`src/rtl/etlu_pkg.sv`:
```
// shared types and constants for the embedding table lookup and update block
// no dependencies; imported by the controller, the datapath and the top level
package etlu_pkg;

  localparam int ENTRIES  = 1024;
  localparam int MAX_DIM  = 64;

  localparam int ROW_W    = $clog2(ENTRIES);
  localparam int COL_W    = $clog2(MAX_DIM);
  localparam int ADDR_W   = ROW_W + COL_W;
  localparam int DIM_W    = $clog2(MAX_DIM + 1);
  localparam int VAL_W    = 16;
  localparam int RATE_W   = 16;
  localparam int OP_W     = 2;
  localparam int CFG_IDX_W = 4;
  localparam int CFG_DAT_W = 16;
  localparam int PROD_W   = RATE_W + VAL_W + 1;

  // item opcodes
  localparam logic [OP_W-1:0] OP_LOAD   = 2'd0;
  localparam logic [OP_W-1:0] OP_LOOKUP = 2'd1;
  localparam logic [OP_W-1:0] OP_UPDATE = 2'd2;

  // configuration register indexes
  localparam logic [CFG_IDX_W-1:0] REG_DIM_IN_USE    = 4'd0;
  localparam logic [CFG_IDX_W-1:0] REG_LEARN_RATE    = 4'd1;
  localparam logic [CFG_IDX_W-1:0] REG_UPDATE_ENABLE = 4'd2;
  localparam logic [CFG_IDX_W-1:0] REG_NULL_INDEX    = 4'd3;

  // reset values
  localparam logic [DIM_W-1:0]  DIM_RESET  = DIM_W'(MAX_DIM);
  localparam logic [ROW_W-1:0]  NULL_RESET = ROW_W'(ENTRIES - 1);

  // controller to datapath
  typedef struct packed {
    logic              take_item;
    logic              mem_we;
    logic              mem_re;
    logic              wr_update;
    logic              col_from_item;
    logic [COL_W-1:0]  col;
    logic              lk_issue;
    logic              lk_last;
    logic              lk_zero;
    logic [RATE_W-1:0] learn_rate;
  } etlu_cmd_t;

  // datapath to controller
  typedef struct packed {
    logic out_space;
  } etlu_stat_t;

endpackage

```
`src/rtl/etlu_ctrl.sv`:
```
// controller: configuration registers and the item sequencer
// depends on etlu_pkg; drives the datapath through etlu_cmd_t
module etlu_ctrl
  import etlu_pkg::*;
(
  input  logic                 clk,
  input  logic                 rst,
  input  logic                 cfg_valid,
  output logic                 cfg_ready,
  input  logic [CFG_IDX_W-1:0] cfg_index,
  input  logic [CFG_DAT_W-1:0] cfg_data,
  input  logic                 in_valid,
  output logic                 in_ready,
  input  logic [OP_W-1:0]      op,
  input  logic [ROW_W-1:0]     word_index,
  input  logic [COL_W-1:0]     element_index,
  output etlu_cmd_t            cmd,
  input  etlu_stat_t           stat
);

  typedef enum logic [2:0] {
    S_IDLE,
    S_LOAD,
    S_UPD_RD,
    S_UPD_WR,
    S_LOOKUP
  } state_t;

  state_t state;

  logic [DIM_W-1:0]  dim_in_use;
  logic [RATE_W-1:0] learn_rate;
  logic              update_enable;
  logic [ROW_W-1:0]  null_index;
  logic [DIM_W-1:0]  cnt;
  logic              is_null_q;

  logic [DIM_W-1:0] dim_eff;
  logic [DIM_W-1:0] cnt_next;
  logic             cnt_last;
  logic             in_row;
  logic             is_null;
  logic             accept;

  always_comb begin
    if (dim_in_use == '0) begin
      dim_eff = DIM_W'(1);
    end else if (dim_in_use > DIM_W'(MAX_DIM)) begin
      dim_eff = DIM_W'(MAX_DIM);
    end else begin
      dim_eff = dim_in_use;
    end
  end

  assign cfg_ready = 1'b1;
  assign in_ready  = (state == S_IDLE);
  assign accept    = in_valid && in_ready;
  assign in_row    = {1'b0, element_index} < dim_eff;
  assign is_null   = (word_index == null_index);
  assign cnt_next  = cnt + 1'b1;
  assign cnt_last  = (cnt_next == dim_eff);

  always_ff @(posedge clk) begin
    if (rst) begin
      state         <= S_IDLE;
      cnt           <= '0;
      is_null_q     <= 1'b0;
      dim_in_use    <= DIM_RESET;
      learn_rate    <= '0;
      update_enable <= 1'b1;
      null_index    <= NULL_RESET;
    end else begin
      if (cfg_valid && cfg_ready) begin
        case (cfg_index)
          REG_DIM_IN_USE:    dim_in_use    <= cfg_data[DIM_W-1:0];
          REG_LEARN_RATE:    learn_rate    <= cfg_data[RATE_W-1:0];
          REG_UPDATE_ENABLE: update_enable <= cfg_data[0];
          REG_NULL_INDEX:    null_index    <= cfg_data[ROW_W-1:0];
          default: ;
        endcase
      end
      case (state)
        S_IDLE: begin
          if (accept) begin
            is_null_q <= is_null;
            case (op)
              OP_LOAD:   state <= in_row ? S_LOAD : S_IDLE;
              OP_UPDATE: state <= (in_row && update_enable && !is_null) ? S_UPD_RD : S_IDLE;
              OP_LOOKUP: state <= S_LOOKUP;
              default:   state <= S_IDLE;
            endcase
          end
        end
        S_LOAD:   state <= S_IDLE;
        S_UPD_RD: state <= S_UPD_WR;
        S_UPD_WR: state <= S_IDLE;
        S_LOOKUP: begin
          if (stat.out_space) begin
            if (cnt_last) begin
              cnt   <= '0;
              state <= S_IDLE;
            end else begin
              cnt <= cnt_next;
            end
          end
        end
        default: state <= S_IDLE;
      endcase
    end
  end

  always_comb begin
    cmd               = '0;
    cmd.take_item     = accept;
    cmd.learn_rate    = learn_rate;
    cmd.col           = cnt[COL_W-1:0];
    case (state)
      S_LOAD: begin
        cmd.mem_we        = 1'b1;
        cmd.col_from_item = 1'b1;
      end
      S_UPD_RD: begin
        cmd.mem_re        = 1'b1;
        cmd.col_from_item = 1'b1;
      end
      S_UPD_WR: begin
        cmd.mem_we        = 1'b1;
        cmd.wr_update     = 1'b1;
        cmd.col_from_item = 1'b1;
      end
      S_LOOKUP: begin
        cmd.mem_re   = stat.out_space;
        cmd.lk_issue = stat.out_space;
        cmd.lk_last  = cnt_last;
        cmd.lk_zero  = is_null_q;
      end
      default: ;
    endcase
  end

  a_cnt_in_row: assert property (@(posedge clk) disable iff (rst)
    (state == S_LOOKUP) |-> (cnt < dim_eff))
    else $error("element counter past the row width");

  a_upd_pair: assert property (@(posedge clk) disable iff (rst)
    (state == S_UPD_RD) |=> (state == S_UPD_WR))
    else $error("update read not followed by its write");

  a_cnt_idle: assert property (@(posedge clk) disable iff (rst)
    (state == S_IDLE) |-> (cnt == '0))
    else $error("element counter not cleared after a lookup");

endmodule

```
`config.mk`:
```
export PLATFORM = sky130hd
export DESIGN_NAME = etlu_ctrl
export DESIGN_NICKNAME = d
export VERILOG_FILES = /design/src/rtl/etlu_pkg.sv /design/src/rtl/etlu_ctrl.sv
export SDC_FILE = /design/constraint.sdc
export NUM_CORES = 1
export LEC_CHECK = 0
export ABC_AREA = 1
export BUFFER_PORTS_ARGS = -buffer_cell sky130_fd_sc_hd__buf_2
export CAP_MARGIN = 20
export CORE_MARGIN = 1
export CORE_UTILIZATION = 55
export CTS_CLUSTER_SIZE = 16
export DETAILED_ROUTE_END_ITERATION = 8
export PLACE_DENSITY = 0.88
export SLEW_MARGIN = 20
export SYNTH_ARGS = -nofsm -noshare
export SYNTH_HDL_FRONTEND = slang
export SYNTH_SLANG_ARGS = --single-unit
export TNS_END_PERCENT = 20
```
`constraint.sdc`:
```
create_clock -name clk -period 3.25 [get_ports clk]
set_input_delay 0.65 -clock clk [delete_from_list [all_inputs] [get_ports clk]]
set_output_delay 0.65 -clock clk [all_outputs]
set_load 0.05 [all_outputs]
```
==> results_dict.tcl, run 1 <==
set metrics [dict create \
    status "complete, but fails checks" \
    violations "DRC" \
    netlist_top_cells_area "dfxtp_1 (36%), nand2_1 (12%), a21oi_1 (8.1%)" \
    postCtsSetupBuffers 0 \
    critPathLaunchType "flip-flop" \
    hp-class "flip-flop to flip-flop" \
    synth_commonest_cells "nand2_1 (80), inv_1 (52), dfxtp_1 (45)" \
    hold_buffers 0 \
    clockRootBuffer "clkbuf_8" \
    syn_nets 410 \
    routed.top_layer "met4" \
    routed-wl-met3_um 272 \
    ios 75 \
    swShare 0.308 \
    clockPowerShare 0.325 \
    fin_worst_skew_ps 10.6 \
    endpoint "cmd[17]" \
    p_seq_frac 0.493 \
    synthDistinctLibCells 30 \
    path_max_fanout 8 \
    grt_setup_unrepaired "no" \
    tns_ps 0 \
    worstSkewPairLatency_ps 310 \
    max_cap_viol_count 0 \
    min_period_ps 2810 \
    firstDrtPassIters 6 \
    post_dp_cell_area_um2 2810 \
    finalHoldViolCount 0 \
    synth_edf_count 0 \
    post_drt_wl_per_cell_um 11.5 \
    grt_pass1_vias 2211 \
    synth_area_um2 2480 \
    p_comb_frac 0.182 \
    avgSynthCellArea_um2 6.86 \
    portBuffers 73 \
    diodes 0 \
    crit_arrival_ps 2160 \
    r2r-end "state[0]" \
    std_cell_rows 24 \
    final_nets 474 \
    antenna_found_initial 0 \
    start_util 0.569 \
    yosysTopAreaCell "dfxtp_1" \
    cts_tree "done" \
    timing.rr.start "dim_in_use[2]" \
    yosysMostFrequentCell "nand2_1" \
    path_class "flip-flop to output pin" \
    drive_gt1_frac 0.242 \
    drt_iter0_drc 108 \
    synthCells 361 \
    cts_buffers 5 \
    core_um2 4350 \
    drv_slew 0 \
    dp_hpwl_um 4250 \
    drt_wl_total_um 5520 \
    vias 2459 \
    yosysWarnings 0 \
    die_area_um2 4770 \
    grt_first_pass_wirelength_um 9400 \
    wl_met2_um 2560 \
    grt_max_degree 33 \
    cts.sinks 45 \
    grt-ovfl-total 0 \
    worstPathRequired_ps 2600 \
    h-tree-depth 2 \
    p_leak_nw 1.45 \
    area_growth_pct 17.5 \
    p_switching_w 0.000360 \
    setup_viol 0 \
    crit_path_start "cnt[0]" \
    fmax_ghz 0.356 \
    groute.usage.overall 0.239 \
    period_share 0.864 \
    die_y_um 69.1 \
    relSlewSlack 0.567 \
    wl_met1_um 2480 \
    drcViolationCount 1 \
    fin_area_um2 2910 \
    p_int_w 0.000807 \
    drt.antenna.violating_nets 0 \
    async_flop_share 0 \
    regToRegSetupSlack_ps 1370 \
    cts_resized 0 \
    cts_max_path_buffers 2 \
    vdd_drop_max_mv 0.196 \
    ys_seq_area_frac 0.364 \
    gp_congestion 0.843 \
    synthDominantCellAreaShare 0.364 \
    p_per_area_nw_per_um2 401 \
    hold_start "learn_rate[5]" \
    synth-seq-cells 45 \
    rr_worst_depth 12 \
    die_w_um 69.1 \
    tightest_slew_ps 649 \
    vias_per_cell 5.14 \
    synthFlopType "dfxtp_1" \
    worst_setup_path_end_kind "output pin" \
    clk_pin_slew_ps 90 \
]
[metrics by stage]
step / hold slack (ps) / utilization / setup slack [ps] / instances / power, W
4_1_cts: 447 / 0.668 / 437 / 478 / 0.00117
3_3_place_gp: 429 / 0.645 / 832 / 470 / 0.000795
3_5_place_dp: 434 / 0.645 / 769 / 470 / 0.000799
6_report: 446 / 0.668 / 442 / 478 / 0.00117
5_1_grt: 460 / 0.668 / 263 / 478 / 0.00122
2_1_floorplan: 443 / - / 611 / 361 / 0.000740
[metal layers]
layer	GRT usage	up-vias
li1	-	1269
met1	0.298	1085
met2	0.387	87
met3	0.0468	18
met4	0.129	0
met5	0	-
[layout make-up]
cell class	count	area, um2
clock inverters	2	16.3
flip-flops and latches	45	901
clock buffers	6	82.6
multi-input cells	243	1260
inverters	56	210
well taps	52	65.1
fillers	370	1450
repair buffers	74	373
[logic make-up (layout without fill, tap and decap cells)]
group / after synthesis / after routing / synth area share
and+or+nand+nor: 159 / 159 / 0.305
buffers and inverters: 73 / 138 / 0.127
AOI/OAI and AO/OA: 71 / 71 / 0.152
DFF: 45 / 45 / 0.364
adders and majority gates: 6 / 6 / 0.0303
xor gates and xnor gates: 6 / 6 / 0.0212
other: 1 / 1 / 0.00151
[worst min path at each step]
stage                     end  cells after the start
5_1_grt         learn_rate[1]                      2
4_1_cts         learn_rate[5]                      2
3_3_place_gp   learn_rate[12]                      2
6_report        learn_rate[5]                      2
2_1_floorplan   update_enable                      2
3_5_place_dp    learn_rate[5]                      2
[sequential cells by signal, summed over array words and instances, names as in the netlist]
| signal | count |
|---|---|
| state | 3 |
| null_index | 10 |
| cnt | 7 |
| is_null_q | 1 |
| update_enable | 1 |
| dim_in_use | 7 |
| learn_rate | 16 |
[power groups by stage]
| stage | registers [W] | clock network [W] | logic, W |
|---|---|---|---|
| final | 0.000575 | 0.000379 | 0.000212 |
| after global routing | 0.000577 | 0.000408 | 0.000232 |
| after CTS | 0.000575 | 0.000382 | 0.000212 |
| after detailed placement | 0.000588 | 0 | 0.000211 |
| after global placement | 0.000588 | 0 | 0.000207 |
| after floorplan | 0.000602 | 0 | 0.000138 |
[critical path, stage by stage (launching register included)]
cell and delay, ps:
dfxtp_1 450, ha_1 290, xor2_1 240, nand3b_1 180, nand2_4 80, nor2_8 110, nand3_4 130, nor2_1 100
buf_2 260
[placed cells by master, fill, tap and decap left out, types with 2 or more instances in the layout]
cell type  synthesis  routed
a21oi_1           40      40
buf_2              1      73
clkbuf_8           0       6
dfxtp_1           45      45
ha_1               6       6
inv_1             52      52
inv_2              4       4
nand2_1           80      80
nand2_2            3       3
nand2_4            4       4
nand3_1           26      26
nand3_2            2       2
nand3b_1           3       3
nand4_1            5       5
nor2_1            27      27
nor2_2             4       4
o21ai_0           27      27
xor2_1             6       6
No activity file was read; power rests on OpenSTA's default activity.
==> run 2, diff against run 1 <==
Settings changed: CTS_CLUSTER_SIZE 16 to 24.
Clock period 3.25 ns to 3.45 ns, I/O delays scaled along.
==> run 2 against run 1 <==
Against the previous run: the flow now finishes without violations; worst hold slack lost 1.5 ps; via count decreased by 0.77%; critical path depth is the same; wire length up 0.44%; flip-flop and latch count unchanged; design area is 0.26% lower; register-to-register slack improved by 190 ps; setup slack improved by 200 ps; largest power group unchanged.
==> results_dict.tcl, run 2 (synthesized netlist as in run 1, its figures left out) <==
set metrics [dict create \
    final_nets 473 \
    worstPathCellList "ha_1 -> xor2_1 -> nand3b_1 -> nand2_4 -> nor2_8 -> nand3_4 -> nor2_1 -> buf_2" \
    drv_slew 0 \
    worst_setup_path_end_kind "output pin" \
    hp-class "flip-flop to flip-flop" \
    cts.sinks 45 \
    drive_gt1_frac 0.240 \
    mostFrequentLayoutCell "nand2_1" \
    antenna_found_initial 0 \
    seqCellArea_um2 901 \
    top_regs "learn_rate: 16 flops, null_index: 10 flops" \
    cts_resized 0 \
    std_cell_rows 24 \
    finalHoldViolCount 0 \
    area_growth_pct 17.2 \
    tns_ps 0 \
    grt_first_pass_wirelength_um 9600 \
    slowest_delay_ps 450 \
    critPathLaunchType "flip-flop" \
    die_area_um2 4770 \
    grt-ovfl-total 0 \
    p_leak_nw 1.44 \
    clockRootBuffer "clkbuf_8" \
    worstPathRequired_ps 2760 \
    fin_worst_skew_ps 13.4 \
    fmax_ghz 0.357 \
    cts_max_path_buffers 2 \
    post_dp_cell_area_um2 2800 \
    core_um2 4350 \
    relSlewSlack 0.350 \
    dp_hpwl_um 4210 \
    vdd_drop_max_mv 0.207 \
    crit_path_start "cnt[0]" \
    die_w_um 69.1 \
    nFillCells 388 \
    path_class "flip-flop to output pin" \
    hold_buffers 0 \
    portBuffers 73 \
    setup_viol 0 \
    drt_iter0_drc 162 \
    crit_slowest_cell "dfxtp_1" \
    drcViolationCount 0 \
    status "finished clean" \
    cts_tree "done" \
    cts_buffers 5 \
    p_per_area_nw_per_um2 377 \
    multi_input_area_um2 1260 \
    post_drt_wl_per_cell_um 11.6 \
    grt_setup_unrepaired "no" \
    min_period_ps 2800 \
    drt_wl_total_um 5540 \
    final_cell_mix "nand2_1 (80), buf_2 (73), inv_1 (52)" \
    h-tree-depth 2 \
    vias 2440 \
    largest_register_ffs 16 \
    worstSkewPairLatency_ps 310 \
    max_cap_viol_count 0 \
    die_y_um 69.1 \
    period_share 0.812 \
    grt_max_degree 33 \
    grt_pass1_vias 2209 \
    largest_register "learn_rate" \
    drt.antenna.violating_nets 0 \
    postCtsSetupBuffers 0 \
    crit_arrival_ps 2110 \
    tightest_slew_ps 972 \
    hold_start "learn_rate[14]" \
    clk_pin_slew_ps 90 \
    path_max_fanout 8 \
    firstDrtPassIters 4 \
    gp_congestion 0.890 \
    fin_area_um2 2900 \
    ios 75 \
    groute.usage.overall 0.245 \
    start_util 0.569 \
    timing.rr.start "dim_in_use[2]" \
    vias_per_cell 5.12 \
    diodes 0 \
]
[run 2: stage by stage]
stage	utilization	std cells	power (W)	hold slack, ps	worst slack [ps]
finish	0.666	477	0.00109	445	647
detailed placement	0.644	469	0.000752	433	956
floorplan	-	361	0.000697	443	771
global route	0.666	477	0.00115	461	457
global placement	0.644	469	0.000748	429	1000
CTS	0.666	477	0.00110	446	626
[run 2: metal layers]
metal	vias up	part of all wire	GRT usage
li1	1268	-	-
met5	-	0	0
met4	0	0.017	0.0884
met3	11	0.059	0.0439
met1	1078	0.45	0.302
met2	83	0.48	0.424
[run 2: cell type report]
| class | count | share of cell area |
|---|---|---|
| repair buffers | 73 | 0.126 |
| inverters | 56 | 0.0724 |
| clock buffers | 6 | 0.0285 |
| multi-input cells | 243 | 0.435 |
| flip-flops and latches | 45 | 0.310 |
| well taps | 52 | 0.0224 |
| clock inverters | 2 | 0.00561 |
[run 2: final timing paths]
path / to / slack, ps / depth (start not counted)
worst min-delay path: learn_rate[14] / 440 / 2
worst max-delay path: cmd[17] / 650 / 8
worst min register to register: learn_rate[14] / 440 / 2
worst max register to register: state[1] / 1560 / 12
[run 2: critical path, delay by kind of cell (launching register included)]
family / cells / cell delay, ps
xor gates and xnor gates: 1 / 220
adders and majority gates: 1 / 280
buffers and inverters: 1 / 260
DFF: 1 / 450
and+or+nand+nor: 5 / 600
[run 2: where the power goes]
part	internal [W]	switching, W
Combinational	0.0000626	0.000137
Clock	0.000165	0.000188
Sequential	0.000532	0.00000987
Total	0.000760	0.000334
==> run 3, diff against run 2 <==
Settings changed: ABC_AREA 1 to 0, CORE_UTILIZATION 55 to 46, PLACE_DENSITY 0.88 to 0.79.
Clock period 3.45 ns to 2.3 ns, I/O delays scaled along.
==> run 3 against run 2 <==
Against the previous run: the flow now finishes with violations (setup timing); die area up 16%; power up 42%; clock power up 50%; clock skew down 8.0 ps; non-clock buffer count up 26; critical path depth down 1; worst hold slack worse by 81 ps; setup slack worse by 1100 ps; sequential power up 48%; combinational power up 13%; register-to-register slack worse by 1300 ps; sequential share of layout area down 1.6 points.
==> results_dict.tcl, run 3 <==
set metrics [dict create \
    vias 2189 \
    grt-ovfl-total 0 \
    synthMuxAreaShare 0.0952 \
    clockPowerShare 0.340 \
    whs_endpoint "state[2]" \
    p_seq_frac 0.515 \
    final_nets 406 \
    synth_edf_count 0 \
    yosysWarnings 0 \
    synthCells 272 \
    swShare 0.290 \
    start_util 0.476 \
    post_dp_cell_area_um2 2940 \
    p_leak_nw 1.50 \
    ios 75 \
    synthDominantCellAreaShare 0.373 \
    wl_met1_um 2480 \
    die_y_um 74.5 \
    antenna_found_initial 0 \
    largest_register "learn_rate" \
    diodes 0 \
    r2r-end "cnt[1]" \
    worstPathRequired_ps 1840 \
    crit_arrival_ps 2260 \
    cts_tree "done" \
    fin_util 0.604 \
    total_power_w 0.00156 \
    path_max_fanout 2 \
    min_period_ps 2720 \
    largest_register_ffs 16 \
    syn_nets 321 \
    hp-class "primary input to flip-flop" \
    wl_met2_um 2590 \
    die_area_um2 5550 \
    post_drt_wl_per_cell_um 13.0 \
    core_um2 5070 \
    mostFrequentLayoutCell "buf_2" \
    critPathLaunchType "flip-flop" \
    period_share 1.18 \
    dp_hpwl_um 4230 \
    avgSynthCellArea_um2 8.89 \
    setup_viol 1 \
    synth_commonest_cells "dfxtp_1 (45), nand2_1 (35), nor2_1 (31)" \
    regToRegSetupSlack_ps 230 \
    clockRootBuffer "clkbuf_8" \
    groute.usage.overall 0.212 \
    synth-seq-cells 45 \
    tightest_slew_ps 760 \
    drt_wl_total_um 5550 \
    firstDrtPassIters 4 \
    synth-simple-area-share 0.249 \
    area_growth_pct 26.7 \
    timing.rr.start "cnt[0]" \
    top_regs "learn_rate: 16 flops, null_index: 10 flops" \
    synth_top_family_by_area "simple AND/OR/NAND/NOR gates" \
    p_comb_frac 0.145 \
    fmax_ghz 0.367 \
    path_class "flip-flop to output pin" \
    p_switching_w 0.000452 \
    max_cap_viol_count 0 \
    cts_max_path_buffers 2 \
    die_w_um 74.5 \
    synthDistinctLibCells 49 \
    postCtsSetupBuffers 0 \
    cts.sinks 45 \
    drive_gt1_frac 0.341 \
    tns_ps -423 \
    cts_buffers 5 \
    setup_slack_ps -423 \
    yosysTopAreaCell "dfxtp_1" \
    netlist_top_cells_area "dfxtp_1 (37%), mux2i_1 (9.5%), xnor2_1 (5.8%)" \
    worst_setup_path_end_kind "output pin" \
    violations "setup timing" \
    status "complete, but fails checks" \
    vdd_drop_max_mv 0.387 \
    async_flop_share 0 \
    relSlewSlack 0.493 \
    synthFlopType "dfxtp_1" \
    drv_slew 0 \
    yosysMostFrequentCell "dfxtp_1" \
    ys_seq_area_frac 0.373 \
    rr_worst_depth 8 \
    grt_setup_unrepaired "yes" \
    finalHoldViolCount 0 \
    portBuffers 73 \
    final_cell_mix "buf_2 (72), dfxtp_1 (43), nand2_1 (35)" \
    clk_pin_slew_ps 90 \
    p_per_area_nw_per_um2 509 \
    grt_max_degree 47 \
    vias_per_cell 5.11 \
    hold_start "stat" \
    yosys.area_share.adder 0.0311 \
    routed.top_layer "met4" \
    drcViolationCount 0 \
    min_delay_path_depth 2 \
    routed-wl-met3_um 364 \
    synth_area_um2 2420 \
    fin_area_um2 3060 \
    p_int_w 0.00111 \
    grt_pass1_vias 2102 \
    fin_worst_skew_ps 5.40 \
    drt.antenna.violating_nets 0 \
    gp_congestion 0.820 \
    std_cell_rows 26 \
    drt_iter0_drc 89 \
    synth_compound_area_frac 0.0890 \
    synth-xor-area-share 0.0890 \
    h-tree-depth 2 \
    grt_first_pass_wirelength_um 8980 \
    worstSkewPairLatency_ps 300 \
]
## run 3: cell types whose count changed in the layout (fill, tap and decap cells not counted), moves of 6 or more
cell	delta
nand2_1	-45
a21oi_1	-35
nand3_1	-19
xnor2_1	+16
a211oi_1	+6
o21ai_0	-23
buf_4	+26
nand3b_1	+11
inv_1	-45
mux2i_1	+23
## run 3: logic make-up (layout without fill, tap and decap cells)
logic type / count (synthesis) / after routing
adders and majority gates: 6 / 6
AOI/OAI and AO/OA: 30 / 30
buffers and inverters: 30 / 116
muxes: 23 / 23
xor gates and xnor gates: 23 / 23
and+or+nand+nor: 114 / 114
DFF: 45 / 45
other: 1 / 1
## run 3: power by group through the flow
stage          Sequential, W  Combinational [W]  Clock, W
4_1_cts             0.000803           0.000226  0.000552
3_3_place_gp        0.000820           0.000221         0
6_report            0.000802           0.000225  0.000531
3_5_place_dp        0.000821           0.000225         0
5_1_grt             0.000805           0.000245  0.000581
2_1_floorplan       0.000831           0.000135         0
## run 3: worst max-delay path by stage
stage | startpoint | to | slack, ps | depth (start not counted)
after floorplan | cnt[1] | cmd[17] | -400 | 7
after global placement | cnt[1] | cmd[17] | -270 | 8
after detailed placement | cnt[1] | cmd[17] | -280 | 8
after CTS | cnt[0] | cmd[17] | -440 | 7
after global routing | cnt[1] | cmd[17] | -520 | 8
final | cnt[0] | cmd[17] | -420 | 7
## run 3: what timing repair did
action / in CTS / in global routing
hold endpoints to repair: 0 / 0
hold buffers: 0 / 0
pin swaps: 3 / 0
gates resized for setup: 4 / 1
endpoints found under the setup margin: 1 / 1
gates cloned: 0 / 0
## run 3: final cells by class
| class | instances | area (um2) |
|---|---|---|
| inverter | 9 | 33.8 |
| clock inverter | 3 | 28.8 |
| fill | 467 | 2010 |
| tap | 70 | 87.6 |
| clock buffer | 5 | 68.8 |
| multi-input combinational | 197 | 1370 |
| timing repair buffer | 99 | 571 |
| sequential | 45 | 903 |
## run 3: metal layers
metal,vias up,GRT usage
li1,1100,-
met4,0,0.0692
met5,-,0
met1,991,0.247
met3,11,0.0528
met2,87,0.379
## run 3: critical path: stages, from the launching register on
cell and delay [ps]:
dfxtp_2 360, ha_4 130, and3_4 180, xnor3_1 200, or4_4 550, nor4_4 170, and3_4 220, buf_8 140
## run 3: metrics by stage
step | worst slack, ps | cells | hold slack, ps
5_1_grt | -519 | 428 | 373
2_1_floorplan | -400 | 272 | 432
3_3_place_gp | -267 | 420 | 446
3_5_place_dp | -280 | 420 | 445
6_report | -423 | 428 | 364
4_1_cts | -438 | 428 | 358
